File: src/rtl/lwms_ram.sv
`default_nettype none

module lwms_ram #(
  parameter int Width = 8,
  parameter int Depth = 256,
  localparam int Aw = (Depth > 1) ? $clog2(Depth) : 1
) (
  input  logic             clk_i,
  input  logic             we_i,
  input  logic [Aw-1:0]    waddr_i,
  input  logic [Width-1:0] wdata_i,
  input  logic             re_i,
  input  logic [Aw-1:0]    raddr_i,
  output logic [Width-1:0] rdata_o
);

  logic [Width-1:0] mem_q [Depth];
  logic [Width-1:0] rdata_q;

  always_ff @(posedge clk_i) begin
    if (we_i) begin
      mem_q[waddr_i] <= wdata_i;
    end
    if (re_i) begin
      rdata_q <= mem_q[raddr_i];
    end
  end

  assign rdata_o = rdata_q;

endmodule

`default_nettype wire

File: config.mk
export PLATFORM = sky130hd
export DESIGN_NAME = lwms_ram
export DESIGN_NICKNAME = d
export VERILOG_FILES = /design/src/rtl/lwms_ram.sv
export SDC_FILE = /design/constraint.sdc
export NUM_CORES = 2
export LEC_CHECK = 0
export ABC_AREA = 1
export BUFFER_PORTS_ARGS = -buffer_cell sky130_fd_sc_hd__buf_2
export CORE_ASPECT_RATIO = 1.1
export CORE_MARGIN = 2
export CORE_UTILIZATION = 35
export CTS_CLUSTER_DIAMETER = 100
export DETAILED_ROUTE_END_ITERATION = 8
export GPL_ROUTABILITY_DRIVEN = 0
export PLACE_DENSITY = 0.57
export SLEW_MARGIN = 20
export SYNTH_ARGS = -nofsm -noshare
export SYNTH_HDL_FRONTEND = slang
export SYNTH_SLANG_ARGS = --single-unit
File: constraint.sdc
create_clock -name clk_i -period 1.99 [get_ports clk_i]
set_input_delay 0.2985 -clock clk_i [delete_from_list [all_inputs] [get_ports clk_i]]
set_output_delay 0.2985 -clock clk_i [all_outputs]
set_load 0.05 [all_outputs]
-- After elaboration in Yosys (flattened, before gate mapping)
Memories as Yosys holds them, arrays and structs flattened. A register that Yosys moved wholly into a read port is not among the register bits.
Cells that the tools add are included.
- multiplexer cells: 2
- operator list (kind ; count):
    1-bit two-way mux ; 2
- flip-flop bits (word level): 0
- RAM bits: 2048
- bits of input ports: 27
- output and inout port bits: 8
- logic and storage cells: 3
- memories: 1
- memory list (name ; depth ; bits a word ; read ports ; clocked after Yosys merged registers in ; wr ports ; RTL line ; text):
    mem_q ; 256 ; 8 ; 1 ; 1 ; 1 ; 17 ; logic [Width-1:0] mem_q [Depth];

-- Logic depth before layout (Yosys ltp)
- depth in word-level cells: 2
- mapped depth: 15
- gate-level depth less buffers: 11

-- Worst setup path before layout
Ideal clock, no wire load.
- kind: input-to-reg
- start: in we_i
- end: mem mem_q[162][0] (enable)
- arrival time: 1.420 ns
- data required time: 1.620 ns
- setup slack: 0.200 ns
- stages on the path: 4
- path buffers: 2
- path through: clkbuf_1 -> nand3_1 -> clkbuf_1 -> nor2_1
- word-level cells in the longest chain between the ends: 2
- ends and longest elaborated chain (what ; RTL line ; text):
    from (decl) ; 9 ; input logic we_i,
    1-bit two-way mux ; 21 ; if (we_i) begin
    1-bit two-way mux (implied by the code) ; 22 ; mem_q[waddr_i] <= wdata_i;
    to (decl) ; 17 ;
Every way passes these cells.

-- Worst setup path in the final report
- start: reg rdata_q[3] (netlist: rdata_o[3]) (read register of mem_q)
- end: out rdata_o[3]
- RTL lines (what ; RTL line ; text):
    from (decl) ; 18 ; logic [Width-1:0] rdata_q;
    to (decl) ; 14 ; output logic [Width-1:0] rdata_o
No word-level cell between the ends.

==> run summary <==
Dividing the synthesized area by the synthesized cell count gives 11.9 um^2. The tools report the max-slew headroom at the worst pin as 0.612. After synthesis, the cell types taking the most area are sky130_fd_sc_hd__edfxtp_1 (74%), sky130_fd_sc_hd__nand3_1 (12%), sky130_fd_sc_hd__nand2_1 (9.5%). In the routed layout, each cell is associated on average with a via count of 5.20.

The number of buffer and inverter stages on the critical path is 1, and the average wire length per cell after detail routing is 22.7 um. The clock sink total came out at 2056. The largest incremental delay on the critical path came out at 0.63 ns. The tools report the initial antenna violation count as 8. The required time of the critical path is 1.69 ns. The reg-to-reg critical path endpoint was rdata_o[3]. Counting every instance in the synthesized netlist gives 7003. TritonCTS built the clock tree.

The maximum clock rate came out at 499 MHz. Critical path startpoint: rdata_o[3]. The class of the worst hold path is in2reg. Leaving out filler cells and counting taps, the final layout contains 10769. Summing all non-filler instances in the final layout gives an area of 99000 um^2. The checks that failed: negative setup slack.

The count of state elements after synthesis is 2056, and the floorplan die height is 516 um. The run gives 35.2 nW as the static leakage. Setup repair after global routing left no endpoint under its margin. Counting distinct cell types in the post-synthesis netlist gives 13.

The type of the worst setup path was reg2out. For the maximum number of buffers from clock root to sink, the log shows 3. The max-capacitance violation count came out at 0. The tools report the maximum number of pins on one net before global-route repair as 89. The number of I/O pins was 35. The die covers 242000 um^2.

The timing endpoint of the critical path was rdata_o[3]. The power density of the placed cells works out to 917 nW/um^2. After routing, the total negative slack on setup checks comes to -0.0141 ns. Wires add up to 244000 um. Walking the worst path, the cells encountered are buf_6.

The flow ran to the end, but the final reports show violations. Synthesis produced a netlist with a net count of 7030. In this run the tool buffered the top-level ports with 34 buffer cells. The critical-path cell with the highest stage delay was sky130_fd_sc_hd__edfxtp_1. The post-route fraction of the period consumed by the critical path was 1.01. The share of the synthesized area in the top cell type works out to 0.740. The overall via count from detail_route was 56030; the maximum net fanout on the critical path was 1.

After clock tree synthesis, the clock-pin slew on the worst setup and hold paths is 0.06 ns. The pin slew with the least headroom to its limit was 0.583 ns; the via count of the first global-routing pass was 54953. Post-synthesis instance area: 83500 um^2. Clock tree synthesis inserted a total of 194 buffers. The global-route usage over all layers is 0.199. The run gives 0 as the number of setup buffers added after CTS. In this run, placement finished with an instance count of 10395. For the sequential element share of the synthesized area, the log shows 0.740. The logs give 0.0364 ns for the final setup skew and 0 for the total count of hold-check failures in the final report.

The total overflow reported by the global router came out at 0. Leaving out fill and tap cells, the most frequent cell in the layout is sky130_fd_sc_hd__nand2_1. Hold timing on the final database bottoms out at a slack of 0.144 ns.

At the worst endpoint, the arrival time is 1.71 ns. In this run the remaining antenna-violating nets after routing total 0. The tools report the final count of negative-setup-slack endpoints as 1. STA classifies the critical path startpoint as a register. The startpoint identified for the worst register-to-register timing path is mem_q[102][3]. The tools report the least setup slack across all paths after layout as -0.0141 ns.

The tools report the number of levels in the clock H-tree as 4. The final critical-path required period came out at 2.00 ns. The layout cell share with drive strength beyond 1 works out to 0.137. Worst slack at placement: -0.871 ns. Final number of max-transition violations: 0. The sort of element at the end of the critical path was an output pin.

Once placement finished, the instance area stood at 92600 um^2. The number of design rule violations left after detail routing was 0. The family with the most delay on the worst path was flip-flops. Maximum vdd ir drop: 0.937 mV.

Relative to the synthesized area, the layout overhead comes to 18.6%. Standard cell core area: 238000 um^2. The run gives 0.351 as the effective utilization at floorplan. The critical path depth in cells works out to 1. Clock root buffer master: sky130_fd_sc_hd__clkbuf_16.

The net count of the finished layout is 7493. The wire length of the first global-routing pass was 361000 um; the width of the die was 470 um. Across all register-to-register paths, the minimum setup slack is 0.02 ns. In the layout the commonest cells are sky130_fd_sc_hd__nand2_1 (2114), sky130_fd_sc_hd__edfxtp_1 (2056), sky130_fd_sc_hd__nand3_1 (2002), sky130_fd_sc_hd__buf_4 (548), sky130_fd_sc_hd__nor2_1 (283).

The detailed placer's ending HPWL was 154000 um. Cell type with the largest total area after synthesis: sky130_fd_sc_hd__edfxtp_1. After floorplanning, the core was divided into 188 placement rows.

The number of detailed-routing iterations run before antenna repair was 7. The clock latency of the later-clocked register in the worst-skew pair came out at 0.84 ns. The number of cells on the worst reg-to-reg path is 10. The total of warnings raised by yosys was 0; the number of DRC markers in iteration 0 was 5745.
[repair_timing]
item	4_1_cts	5_1_grt
cloned	0	0
gates resized for setup	17	11
pin swaps	0	0
endpoints found under the setup margin	8	6
endpoints found under the hold margin	251	0
hold buffers	10	0
[final cells by class]
class                   instances  area, um^2
inverters                      39         180
multi-input cells            4425       19200
flip-flops and latches       2056       61700
clock inverters               118        1080
repair buffers                750        7680
diodes                          5        12.5
fillers                     21819      139000
well taps                    3135        3920
clock buffers                 241        5120
[how the worst min path moves through the flow]
stage,slack (ns),endpoint,cells past startpoint,startpoint
after floorplan,0.40,mem_q[0][0],0,wdata_i[0]
after global placement,0.69,mem_q[104][3],1,wdata_i[3]
after detailed placement,0.69,mem_q[104][3],1,wdata_i[3]
after CTS,0.07,mem_q[192][5],5,waddr_i[7]
after global routing,0.13,mem_q[192][5],5,waddr_i[7]
final,0.14,mem_q[192][5],5,waddr_i[7]
[logic make-up after synthesis]
family / count (synthesis) / synth area share
DFF: 2056 / 0.740
buffers and inverters: 522 / 0.0312
and+or+nand+nor: 4425 / 0.229
[power by group]
group / leakage (nW) / switching (W) / internal, W
sequential: 18.5 / 0.0000525 / 0.0477
clock: 3.03 / 0.0161 / 0.0204
combinational: 13.7 / 0.00446 / 0.00197
total: 35.2 / 0.0206 / 0.0701
[worst reg2reg max path: cells and delay by family, from the launching register on]
family	cells	cell delay [ns]
AND/OR/NAND/NOR	10	1.37
flip-flops	1	0.37
[flip-flops by register name, summed over array words and instances (netlist names)]
register / flops
rdata_o: 8
mem_q: 2048
[synth_stat cells]
cell type	instances
sky130_fd_sc_hd__buf_4	46
sky130_fd_sc_hd__buf_2	268
sky130_fd_sc_hd__buf_6	16
sky130_fd_sc_hd__buf_8	1
sky130_fd_sc_hd__buf_1	40
sky130_fd_sc_hd__nor2_1	283
sky130_fd_sc_hd__edfxtp_1	2056
sky130_fd_sc_hd__inv_2	2
sky130_fd_sc_hd__nand2_1	2123
sky130_fd_sc_hd__inv_1	36
sky130_fd_sc_hd__inv_4	1
sky130_fd_sc_hd__nand3_1	2019
sky130_fd_sc_hd__clkbuf_1	112
[metal layers]
| metal | vias to the layer above | wire length (um) | track usage |
|---|---|---|---|
| met5 | - | 0 | 0 |
| met4 | 0 | 11000 | 0.0879 |
| met3 | 437 | 14400 | 0.0261 |
| met2 | 2056 | 120000 | 0.337 |
| met1 | 27733 | 98800 | 0.254 |
| li1 | 25804 | - | - |
[through the flow]
stage | total power, W | util
after global routing | 0.0934 | 0.416
final | 0.0908 | 0.416
after floorplan | 0.0517 | -
after CTS | 0.0913 | 0.416
after detailed placement | 0.0551 | 0.389
after global placement | 0.0550 | 0.389
Power figures use the tool's default switching activity.
