`config.mk`:
```
export PLATFORM = sky130hd
export DESIGN_NAME = lwms_arith
export DESIGN_NICKNAME = d
export VERILOG_FILES = /design/src/rtl/lwms_pkg.sv /design/src/rtl/lwms_arith.sv
export SDC_FILE = /design/constraint.sdc
export NUM_CORES = 1
export LEC_CHECK = 0
export ABC_AREA = 1
export BUFFER_PORTS_ARGS = -buffer_cell sky130_fd_sc_hd__clkbuf_2
export CAP_MARGIN = 25
export CORE_MARGIN = 3
export CORE_UTILIZATION = 40
export DETAILED_ROUTE_END_ITERATION = 7
export PLACE_DENSITY_LB_ADDON = 0.05
export SLEW_MARGIN = 20
export SYNTH_ARGS = -nofsm -noshare
export SYNTH_HDL_FRONTEND = slang
export SYNTH_SLANG_ARGS = --single-unit
export TNS_END_PERCENT = 30
```
`constraint.sdc`:
```
create_clock -name clk_i -period 3.22 [get_ports clk_i]
set_clock_uncertainty 0.15 [all_clocks]
set_input_delay 0.644 -clock clk_i [delete_from_list [all_inputs] [get_ports clk_i]]
set_output_delay 0.644 -clock clk_i [all_outputs]
set_load 0.02 [all_outputs]
```
`src/rtl/lwms_pkg.sv`:
```
`default_nettype none

package lwms_pkg;

  // Frame and window limits.
  localparam int MaxWidth   = 256;
  localparam int MaxHeight  = 256;
  localparam int MaxWindow  = 15;
  localparam int MinWindow  = 3;
  localparam int ColW       = $clog2(MaxWidth);
  localparam int RowW       = $clog2(MaxHeight);
  localparam int FrameAw    = RowW + ColW;
  localparam int FrameDepth = MaxWidth * MaxHeight;
  localparam int PixelW     = 8;

  // Shared divide / square-root unit.
  localparam int ArithW = 48;
  localparam int DenW   = 16;
  localparam int RootW  = 16;
  localparam int RemW   = 19;
  localparam int StepW  = 6;

  localparam logic [StepW-1:0] StepsMean = 6'd24;
  localparam logic [StepW-1:0] StepsVar  = 6'd48;
  localparam logic [StepW-1:0] StepsSqrt = 6'd16;

  // Item operation codes.
  localparam logic OpLoad  = 1'b0;
  localparam logic OpQuery = 1'b1;

  // Result status codes.
  localparam logic [1:0] StatOk       = 2'd0;
  localparam logic [1:0] StatOutside  = 2'd1;
  localparam logic [1:0] StatTooLarge = 2'd2;

  // Register indexes on the configuration port.
  localparam logic [1:0] RegWindowSize  = 2'd0;
  localparam logic [1:0] RegImageWidth  = 2'd1;
  localparam logic [1:0] RegImageHeight = 2'd2;

  typedef struct packed {
    logic              start;
    logic              is_sqrt;
    logic [StepW-1:0]  steps;
    logic [ArithW-1:0] num;
    logic [DenW-1:0]   den;
  } arith_cmd_t;

  typedef struct packed {
    logic              done;
    logic [ArithW-1:0] quotient;
    logic [RootW-1:0]  root;
  } arith_rsp_t;

endpackage

`default_nettype wire

```
`src/rtl/lwms_arith.sv`:
```
`default_nettype none

module lwms_arith (
  input  logic                 clk_i,
  input  logic                 rst_ni,
  input  lwms_pkg::arith_cmd_t cmd_i,
  output lwms_pkg::arith_rsp_t rsp_o
);
  import lwms_pkg::*;

  logic              busy_q, busy_d;
  logic              done_q, done_d;
  logic [StepW-1:0]  cnt_q, cnt_d;
  logic              sqrt_q;
  logic [ArithW-1:0] acc_q;
  logic [RemW-1:0]   rem_q;
  logic [RootW-1:0]  root_q;
  logic [DenW-1:0]   den_q;

  logic [RemW-1:0]   shifted;
  logic [RemW-1:0]   trial;
  logic [RemW:0]     diff;
  logic              ge;

  // One restoring step: long division brings down one bit, the square root two.
  always_comb begin
    if (sqrt_q) begin
      shifted = {rem_q[RemW-3:0], acc_q[ArithW-1 -: 2]};
      trial   = RemW'({root_q, 2'b01});
    end else begin
      shifted = {rem_q[RemW-2:0], acc_q[ArithW-1]};
      trial   = RemW'(den_q);
    end
    diff = {1'b0, shifted} - {1'b0, trial};
    ge   = ~diff[RemW];
  end

  always_comb begin
    busy_d = busy_q;
    done_d = 1'b0;
    cnt_d  = cnt_q;
    if (cmd_i.start) begin
      busy_d = 1'b1;
      cnt_d  = cmd_i.steps;
    end else if (busy_q) begin
      cnt_d = cnt_q - 1'b1;
      if (cnt_q == StepW'(1)) begin
        busy_d = 1'b0;
        done_d = 1'b1;
      end
    end
  end

  always_ff @(posedge clk_i or negedge rst_ni) begin
    if (!rst_ni) begin
      busy_q <= 1'b0;
      done_q <= 1'b0;
      cnt_q  <= '0;
    end else begin
      busy_q <= busy_d;
      done_q <= done_d;
      cnt_q  <= cnt_d;
    end
  end

  always_ff @(posedge clk_i) begin
    if (cmd_i.start) begin
      sqrt_q <= cmd_i.is_sqrt;
      acc_q  <= cmd_i.num;
      den_q  <= cmd_i.den;
      rem_q  <= '0;
      root_q <= '0;
    end else if (busy_q) begin
      rem_q <= ge ? diff[RemW-1:0] : shifted;
      if (sqrt_q) begin
        acc_q  <= {acc_q[ArithW-3:0], 2'b00};
        root_q <= {root_q[RootW-2:0], ge};
      end else begin
        acc_q <= {acc_q[ArithW-2:0], ge};
      end
    end
  end

  assign rsp_o.done     = done_q;
  assign rsp_o.quotient = acc_q;
  assign rsp_o.root     = root_q;

`ifndef SYNTHESIS
  assert property (@(posedge clk_i) disable iff (!rst_ni) cmd_i.start |-> !busy_q)
    else $error("arith unit started while a job is still running");
`endif

endmodule

`default_nettype wire

```
# After elaboration in Yosys (flattened, before gate mapping)

Index checks and enable logic that the tools add are counted.

$add $sub $neg: 2
Multiplexer cells: 14
Reduce and logical (&&, ||, !) cells: 2
Equal/unequal tests: 1
Bitwise gates (word level): 1

Operator list:

| kind                                                                  | count |
|---|---|
| 48-bit two-way mux                                                    | 3 |
| 18-bit two-way mux                                                    | 2 |
| 19-bit by 18-bit subtractor with 20-bit output                        | 1 |
| 19-bit two-way mux                                                    | 1 |
| 6-bit two-way mux                                                     | 2 |
| 6-bit by 1-bit equality test with 1-bit output, second input constant | 1 |
| 1-bit two-way mux                                                     | 6 |
| 6-bit by 1-bit subtractor with 6-bit output, second input constant    | 1 |
| 2-bit AND reduction                                                   | 1 |
| 2-bit nonzero test                                                    | 1 |
| 1-bit NOT                                                             | 1 |

Word-level logic and storage cells: 28
Bits of input ports: 74
Output and inout bits: 65
Bits in registers: 107

# Longest topological paths before layout

Word-level depth: 6
Gate-level depth with buffers: 19

# Worst setup path before layout

Ideal clock, no wire load.

Kind: input-to-reg
From: input cmd_i[71] (netlist name)
To: register acc_q[0] (enable)
Arrival: 2.348 ns
Setup time: 0.431 ns
Buffers on the path: 1
Path slack: 0.291 ns
Stages: 3
Path through: nor2_1 inv_1 buf_1

Longest elaborated chain between the ends: 1

Ends and longest elaborated chain:

| element                      | line             | RTL |
|---|---|---|
| start, declared              | lwms_arith.sv:6  | `input lwms_pkg::arith_cmd_t cmd_i,` |
| 2-bit nonzero test (no line) | -                |  |
| end signal, assigned         | lwms_arith.sv:69 | `acc_q <= cmd_i.num;` |
| end signal, assigned         | lwms_arith.sv:76 | `acc_q <= {acc_q[ArithW-3:0], 2'b00};` |
| end signal, assigned         | lwms_arith.sv:79 | `acc_q <= {acc_q[ArithW-2:0], ge};` |
| end, declared                | lwms_arith.sv:15 | `logic [ArithW-1:0] acc_q;` |

Every way passes these cells.
A chain may end at the register's enable or synchronous reset.

# Worst setup path after layout

From: register sqrt_q
To: register rem_q[5]

Longest elaborated chain between the ends: 3

Ends and longest elaborated chain:

| element                                                         | line             | RTL |
|---|---|---|
| start, declared                                                 | lwms_arith.sv:14 | `logic sqrt_q;` |
| start signal, assigned                                          | lwms_arith.sv:68 | `sqrt_q <= cmd_i.is_sqrt;` |
| 19-bit two-way mux / 18-bit two-way mux (equally long branches) | lwms_arith.sv:27 | `if (sqrt_q) begin` |
| 19-bit by 18-bit subtractor with 20-bit output                  | lwms_arith.sv:34 | `diff = {1'b0, shifted} - {1'b0, trial};` |
| 18-bit two-way mux (*)                                          | lwms_arith.sv:74 | `rem_q <= ge ? diff[RemW-1:0] : shifted;` |
| end signal, assigned                                            | lwms_arith.sv:74 |  |
| end, declared                                                   | lwms_arith.sv:16 | `logic [RemW-1:0] rem_q;` |

Every way passes the cells marked *; elsewhere a longest branch is shown, timed or not.

==> results_dict.tcl <==
set metrics [dict create \
    antenna_found_initial 0 \
    slew_viol_final 0 \
    crit_start "sqrt_q" \
    r2r_start "sqrt_q" \
    max_slew_margin 0.4453 \
    die_height_um 132.9 \
    slowest_stage "edfxtp_1" \
    via_count 5794 \
    post-synth-top-count-cell "nand2_1" \
    reg2reg_to "rem_q[5]" \
    drt_pass1_iterations 5 \
    synth_flop_cell "edfxtp_1" \
    place_congestion 0.8584 \
    async_reset_ff_frac 0.07477 \
    numCtsBuffers 9 \
    drc_errors 0 \
    synth_top_area_frac 0.3032 \
    ff2ff_setup_slack_ns 0.22 \
    grt_pass1_wl_um 28690 \
    tightest_slew_ns 0.8321 \
    critPathArrivalTime_ns 3.08 \
    wl_per_cell_um 14.88 \
    clk_latency_ns 0.36 \
    port_buffers 138 \
    cts_tree "yes" \
    worstRegToRegCells 15 \
    io_pins 139 \
    core-area_um2 15480 \
    crit_end "rem_q[5]" \
    hpwl_um 12750 \
    place_ws_ns 0.2619 \
    h-tree-depth 3 \
    dieArea_um2 17650 \
    grt_overflow 0 \
    worst-path-buf-inv 4 \
    cts_setup_buffers 0 \
    grt_usage 0.1993 \
    peakVddDrop_uv 422.1 \
    required_ns 3.31 \
    final_cells 1183 \
    crit_family "simple AND/OR/NAND/NOR gates" \
    syn-num-nets 940 \
    setup_viol 0 \
    synth_edf_count 65 \
    max_freq_ghz 0.3338 \
    via_per_inst 4.898 \
    p_per_area_nw_per_um2 699.5 \
    drt_iter0_drc 406 \
    startpoint_type "register" \
    drt_wl_total_um 17600 \
    dieWidth_um 132.9 \
    synth.area.top_cells "edfxtp_1 30%, nand2_1 12%, dfxtp_1 11%" \
    finalHoldViolCount 0 \
    max_stage_delay_ns 0.50 \
    hold_slack_ns 0.3048 \
    cap_violations 0 \
    min_period_ns 2.995 \
    ys_warn_count 0 \
    grt_pass1_vias 5494 \
    critPathCaptureType "register" \
    netlist-cell-type-count 40 \
    fin_util 0.4941 \
    synth.avg_cell_area_um2 7.618 \
    ant_nets 0 \
    synth_cells 845 \
    fin_nets 1062 \
    power_leakage_nw 3.770 \
    ys_seq_elements 107 \
    fin_setup_tns_ns 0 \
    hp-class "reg -> reg" \
    synth.cell_area_um2 6437 \
    cp_cell_sequence "inv_4, or2_2, o21ai_0, inv_1, ha_1, nand2_1, nor2_1, nand3_1, nand2_2, clkinv_4, nand2_4, buf_12, nand2_2, nand3_1, o21ai_1" \
    drive_gt1_frac 0.2263 \
    area_growth_pct 18.83 \
    setup_ws_ns 0.2245 \
    grt_max_degree 73 \
    cts.sinks 107 \
    cts-root-buf "clkbuf_16" \
    fin_crit_sh 0.9303 \
    dp_cells 1166 \
    yosys-top-cells-count "201 x nand2_1, 115 x a21oi_1, 105 x inv_1" \
    status "finished clean" \
    cts_buffer_depth 2 \
    path_depth 15 \
    initial_core_util 0.4158 \
    worstSetupPathType "reg -> reg" \
    yosysTopAreaCell "edfxtp_1" \
    ys_seq_area_frac 0.4400 \
    grt_setup_unrepaired "false" \
    cp_max_fo 19 \
    clkTransAtPathRegs_ns 0.08 \
    rows 45 \
    antennaDiodeCount 0 \
]
through the flow:
step           total power [mW]  area, µm²
2_1_floorplan             3.652       6437
3_3_place_gp              4.240       7327
3_5_place_dp              4.232       7327
4_1_cts                   5.405       7650
5_1_grt                   5.784       7650
6_report                  5.351       7650
worst min path at each step:
stage,from,to,slack [ns],depth (start not counted)
after CTS,cmd_i[11],den_q[11],0.29,1
after floorplan,rst_ni,busy_q,0.20,0
after global routing,cmd_i[9],den_q[9],0.29,1
after detailed placement,rem_q[17],rem_q[17],0.29,2
final,rem_q[17],rem_q[17],0.30,2
after global placement,rem_q[17],rem_q[17],0.29,2
repair_timing:
action	4_1_cts	5_1_grt
gates resized for setup	0	0
hold buffers	1	0
endpoints found under the hold margin	8	0
kinds of logic (layout without fill, tap and decap cells):
family | count (synthesis) | in the layout | synth area share
adder cells (fa/ha/maj) | 21 | 21 | 0.04198
AO/OA/AOI/OAI | 180 | 180 | 0.1442
flip-flops | 107 | 107 | 0.4400
buffers and inverters | 154 | 281 | 0.1007
AND/OR/NAND/NOR | 371 | 371 | 0.2566
multiplexers | 1 | 1 | 0.001555
XOR/XNOR | 11 | 11 | 0.01497
metal layers:
layer | up-vias | share of wire | track usage
met1 | 2652 | 0.48 | 0.2882
met3 | 15 | 0.053 | 0.04144
li1 | 2994 | - | -
met5 | - | 0 | 0
met2 | 133 | 0.45 | 0.3064
met4 | 0 | 0.013 | 0.04677
worst reg2reg max path, delay by kind of cell, from the launching register on:
kind                     cells  cell delay (ns)
AND/OR/NAND/NOR              8             1.14
flip-flops                   1             0.50
buffers and inverters        4             0.50
adder cells (fa/ha/maj)      1             0.39
AO/OA/AOI/OAI                2             0.20
power by group:
part	internal (mW)	switching, mW	leakage, nW
logic	0.847	1.48	2.57
registers	1.71	0.161	1.04
clock network	0.595	0.561	0.155
total	3.15	2.20	3.77
layout make-up:
type,instances,area (µm²)
timing repair buffer,153,855.8
tap,211,264.0
clock buffer,10,250.2
sequential,107,2833
inverter,112,427.9
multi-input combinational,584,2957
fill,1615,7834
clock inverter,6,62.56
cells in the final DEF (no fill, tap or decap), types with 9 or more instances in the layout:
master     Yosys  routed
a21oi_1      115     115
nand2_1      201     201
ha_1          20      20
inv_1        105     104
nand3_2       11      11
edfxtp_1      65      65
o21ai_1        9       9
clkbuf_16      0      10
or2_2          9       9
nand3_1       48      48
buf_4          3      10
o21ai_0       47      47
nand2_2       17      17
dfxtp_1       34      34
nor2_1        69      69
clkbuf_2       0     138
registers in the layout, indices dropped and copies added, names as in the netlist:
signal	cells
cnt_q	6
sqrt_q	1
rem_q	18
den_q	16
root_q	16
busy_q	1
acc_q	48
done_q	1
No activity file was read; power rests on OpenSTA's default activity.
